## src/rtl/core/rcbc_pkg.sv

```systemverilog
// Shared types and constants for the region class byte counter.
package rcbc_pkg;

  localparam int MAX_BLOCKS_DEF  = 65536;
  localparam int BLOCK_SHIFT_DEF = 21;

  localparam logic [7:0] EVICTION_KIND = 8'd14;

  // Stream widths.
  localparam int IN_TDATA_W  = 160;
  localparam int OUT_TDATA_W = 384;

  // Input word layout in s_tdata.
  localparam int IDX_LSB  = 0;
  localparam int CLS_LSB  = 16;
  localparam int TYPE_LSB = 18;
  localparam int ADDR_LSB = 26;
  localparam int SIZE_LSB = 90;

  // Configuration port.
  localparam int PADDR_W = 4;
  localparam int PDATA_W = 64;

  localparam int QUEUE_DEPTH = 2;
  localparam int QPTR_W      = 1;
  localparam int QCNT_W      = 2;

  typedef enum logic {
    REG_REGION_BASE = 1'b0,
    REG_BLOCK_COUNT = 1'b1
  } reg_index_t;

  typedef enum logic [1:0] {
    CMD_LOAD   = 2'd0,
    CMD_EVICT  = 2'd1,
    CMD_IGNORE = 2'd2
  } cmd_kind_t;

  typedef enum logic [1:0] {
    STATUS_OK       = 2'd0,
    STATUS_IGNORED  = 2'd1,
    STATUS_REJECTED = 2'd2
  } status_t;

  typedef struct packed {
    cmd_kind_t   kind;
    logic [15:0] entry_index;
    logic [1:0]  entry_class;
    logic [63:0] event_address;
    logic [63:0] event_size;
  } cmd_t;

  typedef enum logic [3:0] {
    S_CLEAR,
    S_IDLE,
    S_LD_RD,
    S_LD_WR,
    S_OFF,
    S_LOOK,
    S_SEG,
    S_ACC,
    S_EMIT
  } back_state_t;

endpackage

```

## src/rtl/core/rcbc_queue.sv

```systemverilog
// Short command queue between the front and back ends.
module rcbc_queue (
  input  logic            clk,
  input  logic            rst,
  input  logic            push,
  input  rcbc_pkg::cmd_t  push_cmd,
  output logic            full,
  input  logic            pop,
  output logic            valid,
  output rcbc_pkg::cmd_t  pop_cmd
);

  rcbc_pkg::cmd_t                   entries [rcbc_pkg::QUEUE_DEPTH];
  logic [rcbc_pkg::QPTR_W-1:0]      wr_ptr;
  logic [rcbc_pkg::QPTR_W-1:0]      rd_ptr;
  logic [rcbc_pkg::QCNT_W-1:0]      count;

  localparam logic [rcbc_pkg::QPTR_W-1:0] LAST_PTR =
    rcbc_pkg::QPTR_W'(rcbc_pkg::QUEUE_DEPTH - 1);

  assign full    = count == rcbc_pkg::QCNT_W'(rcbc_pkg::QUEUE_DEPTH);
  assign valid   = count != '0;
  assign pop_cmd = entries[rd_ptr];

  always_ff @(posedge clk) begin
    if (push) begin
      entries[wr_ptr] <= push_cmd;
    end
  end

  always_ff @(posedge clk) begin
    if (rst) begin
      wr_ptr <= '0;
      rd_ptr <= '0;
      count  <= '0;
    end else begin
      if (push) begin
        wr_ptr <= (wr_ptr == LAST_PTR) ? '0 : wr_ptr + rcbc_pkg::QPTR_W'(1);
      end
      if (pop) begin
        rd_ptr <= (rd_ptr == LAST_PTR) ? '0 : rd_ptr + rcbc_pkg::QPTR_W'(1);
      end
      if (push && !pop) begin
        count <= count + rcbc_pkg::QCNT_W'(1);
      end else if (pop && !push) begin
        count <= count - rcbc_pkg::QCNT_W'(1);
      end
    end
  end

endmodule

```

## config.mk

```make
export PLATFORM = sky130hd
export DESIGN_NAME = rcbc_queue
export DESIGN_NICKNAME = d
export VERILOG_FILES = /design/src/rtl/core/rcbc_pkg.sv /design/src/rtl/core/rcbc_queue.sv
export SDC_FILE = /design/constraint.sdc
export NUM_CORES = 1
export LEC_CHECK = 0
export BUFFER_PORTS_ARGS = -buffer_cell sky130_fd_sc_hd__buf_4
export CAP_MARGIN = 20
export CORE_MARGIN = 1
export CORE_UTILIZATION = 44
export CTS_BUF_LIST = sky130_fd_sc_hd__clkbuf_16
export CTS_CLUSTER_DIAMETER = 80
export CTS_CLUSTER_SIZE = 30
export DETAILED_ROUTE_END_ITERATION = 7
export GPL_TIMING_DRIVEN = 0
export PLACE_DENSITY = 0.79
export REMOVE_ABC_BUFFERS = 1
export SLEW_MARGIN = 20
export SYNTH_ARGS = -nofsm -noshare
export SYNTH_HDL_FRONTEND = slang
export SYNTH_SLANG_ARGS = --single-unit
```

## constraint.sdc

```tcl
create_clock -name clk -period 16.15 [get_ports clk]
set_input_delay 2.4225 -clock clk [delete_from_list [all_inputs] [get_ports clk]]
set_output_delay 2.4225 -clock clk [all_outputs]
set_load 0.02 [all_outputs]
```

==> results <==
- Setup repair after global routing left no endpoint under its margin.
- The routed design has about 20000 µm of wire.
- For this configuration, the core starts out at a cell density of roughly 45%.
- By startpoint and endpoint, the worst setup path is classified as reg2out.
- The detail route stage leaves a number of antenna-violating nets equal to 0.
- The count of pins on the block boundary is ~300.
- In the post-synthesis netlist, the cell with the most instances is sky130_fd_sc_hd__edfxtp_1.
- The worst hold path begins at count[1].
- The total half-perimeter wirelength after legalization and detailed placement is roughly 14000 µm.
- Sequential elements use between 80% and 90% of the synthesized area.
- Between clock sinks in the finished design, the worst skew comes to 0.02387 ns.
- The run finished with clean final reports.
- The worst flop-to-flop path endpoint is entries[1][18].
- The clock passes through at most 3 buffers.
- Hold repair after CTS inserted 0 buffers.
- STA classifies the critical path endpoint as an output pin.
- STA puts the critical path data arrival time at a little over 2 ns.
- The commonest cells after synthesis are sky130_fd_sc_hd__edfxtp_1 (296), sky130_fd_sc_hd__mux2_2 (148), sky130_fd_sc_hd__buf_6 (12), sky130_fd_sc_hd__dfxtp_1 (5), sky130_fd_sc_hd__nor2_1 (4).
- The last weighted congestion value of the routability-driven placer is 0.7144.
- Power spread over the standard cell area amounts to roughly 110 nW/µm².
- The largest voltage drop on the vdd net is between 90 and 100 µV.
- Global routing finished with a remaining overflow of 0.
- Counting instances, the worst hold path has a depth of 2.
- Cells with a size suffix above 1 make up between 60% and 70% of the layout.
- The area of the die is roughly 25000 µm².
- Synthesis handed over a netlist of around 480 instances.
- A synthesized cell averages approximately 23 µm².
- The biggest area consumer among synthesized cells is sky130_fd_sc_hd__edfxtp_1.
- Dividing the detail-routed wire length by the instance count gives roughly 18 µm.
- In this run, synthesis produced a sequential element count of between 300 and 400.
- In the global route stage, overall resource usage came out at ~16%.
- The number of enable flip-flop cells after synthesis is 296.
- The transition at the pin with the smallest max-transition slack is slightly above 0.6 ns.
- TritonCTS created 15 clock buffers.
- Before antenna repair, the detailed router went through 4 iterations.
- The final hold violation count is 0.
- The width of the die is ~160 µm.
- In the synthesized netlist the dominant register cell turns out to be sky130_fd_sc_hd__edfxtp_1.
- CTS saw approximately 300 sinks.
- After the last flow step, the layout net total stands at 950.
- For the worst setup path, the data required time is between 10 and 15 ns.
- The H-tree depth is 1.
- Yosys printed 0 warnings.
- The post-synthesis async set-or-reset flop share is 0%.
- Max-cap violations in this run came to 0.
- Along the worst path, the maximum fanout reaches 47.
- The setup violation total in the final timing report is 0.
- The final count of pins violating max slew is 0.
- TritonCTS built the clock tree.
- The startpoint identified for the worst register-to-register timing path is wr_ptr.
- After clock tree synthesis, the clock-pin slew on the worst setup and hold paths is 0.10 ns.
- The first global-routing pass estimated between 30000 and 40000 µm of wire.
- After clock tree synthesis, the setup repair step added 0 buffers.
- Setup slack on the worst reg-to-reg path comes out at approximately 14 ns.
- The count of cells along the worst register-to-register path is 3.
- The worst slew slack as a fraction of its limit is about three fifths.
- The tree is rooted in a sky130_fd_sc_hd__clkbuf_16.
- By area the synthesized netlist is led by sky130_fd_sc_hd__edfxtp_1 (81%), sky130_fd_sc_hd__mux2_2 (15%), sky130_fd_sc_hd__buf_6 (1.2%), sky130_fd_sc_hd__dfxtp_1 (0.92%), sky130_fd_sc_hd__xnor2_1 (0.16%).
- After detailed placement, the total cell area comes to approximately 14000 µm².
- Compared with the post-synthesis result, the final layout area differs by 30.44%.
- The worst hold-check path type is reg2reg.
- The fmax is 224.4 MHz.
- In this run, post-CTS repair resized a total of 0 instances.
- The die outline height is approximately 160 µm.
- The period utilization is around 28%.
- The core region area is between 20000 and 25000 µm².
- The cell area that synthesis handed to floorplanning was roughly 11000 µm².
- The DRC violations left is 0.
- For this block, the via count after detailed routing is 5441.
- In the routed layout, each cell is associated on average with a via count of roughly 4.8.
- The largest net degree at the start of global routing is 48.
- For this design the static power due to leakage is 5.258 nW.
- The number of antenna diodes in the final layout is 0.
- In this run the core area contains 57 standard-cell rows.
- The layout has 1852 filler cells.
- The detailed router finished its first iteration with between 200 and 250 violations.
- The minimum period implied by the final worst setup slack is 4.456 ns.
- The path with the worst hold slack has its endpoint at count[1].
- The via count of the first global-routing pass is around 5.7k.
- The number of antenna violations at the first check in global routing is 0.
- The total negative slack for setup checks is 0 ns.
- Synthesis instantiated 17 different standard cells from the library.
- The count of buffers added on input and output ports is 301.
- The cell area after layout is ~14000 µm².
- In this run the biggest area consumer among cell types represents around four fifths of the synthesized area.
- The worst setup path is launched from a flip-flop.
- The source-to-sink clock delay at the later pin of the worst-skew pair is just under 0.5 ns.
[per-stage QoR]
stage          util (%)  cells  setup slack (ns)  hold slack (ns)  power, W
6_report          58.58   1128             11.69           0.5125  0.001618
2_1_floorplan         -    466             6.650           0.4558  0.001084
5_1_grt           58.58   1128             11.60           0.5708  0.001672
3_3_place_gp      55.21   1091             2.462           0.4887  0.001213
4_1_cts           58.58   1128             11.65           0.5154  0.001638
3_5_place_dp      56.62   1104             12.10           0.4994  0.001206
[critical path, stage by stage (launching register included)]
cell and delay (ns):
sky130_fd_sc_hd__dfxtp_4 0.66, sky130_fd_sc_hd__buf_16 0.30, sky130_fd_sc_hd__mux2_2 0.38, sky130_fd_sc_hd__buf_4 0.16
[registers in the layout, indices dropped and copies added (netlist names), named ones only]
name	flops
wr_ptr	1
rd_ptr	1
entries	296
count	2
[cells in the final DEF (no fill, tap or decap), drive strengths merged, types with 2 or more instances in the layout]
cell,Yosys,layout
clkbuf,0,15
xnor2,2,2
xor2,2,2
buf,16,314
inv,1,5
nor2,4,4
mux2,148,148
nor2b,2,2
dfxtp,5,5
clkinv,0,3
edfxtp,296,296
[area by class of cell]
type / count / area [µm²] / share of cell area (%)
clock inverters: 9 / 102.6 / 0.7201
repair buffers: 314 / 2587 / 18.16
multi-input cells: 164 / 1780 / 12.50
flip-flops and latches: 301 / 8992 / 63.12
well taps: 324 / 405.4 / 2.845
clock buffers: 15 / 375.4 / 2.635
inverters: 1 / 3.754 / 0.02635
[how the worst max path moves through the flow]
stage	endpoint	slack [ns]
after floorplan	entries[0][0]	6.65
after global placement	entries[0][102]	2.46
after detailed placement	entries[0][18]	12.10
after CTS	pop_cmd[40]	11.65
after global routing	pop_cmd[53]	11.60
final	pop_cmd[120]	11.69
[power breakdown]
part           switching, W  internal (W)
combinational      0.000132      0.000129
clock              0.000239      0.000195
sequential        0.0000133      0.000910
[kinds of logic after synthesis]
family	after synthesis	synth area share, %
xor+xnor	4	0.3208
compound gates	2	0.09155
flops	301	82.29
simple gates	9	0.4239
buf+inv	17	1.501
fa+ha+maj	1	0.1145
mux	148	15.26
[per-layer routing]
layer	wire length, µm	vias up	GRT usage (%)
li1	-	2533	-
met4	552	0	4.502
met3	1631	27	4.663
met5	0	-	0
met2	10810	196	28.90
met1	7476	2685	17.58
Note: power is estimated with default switching activity, not from simulation.
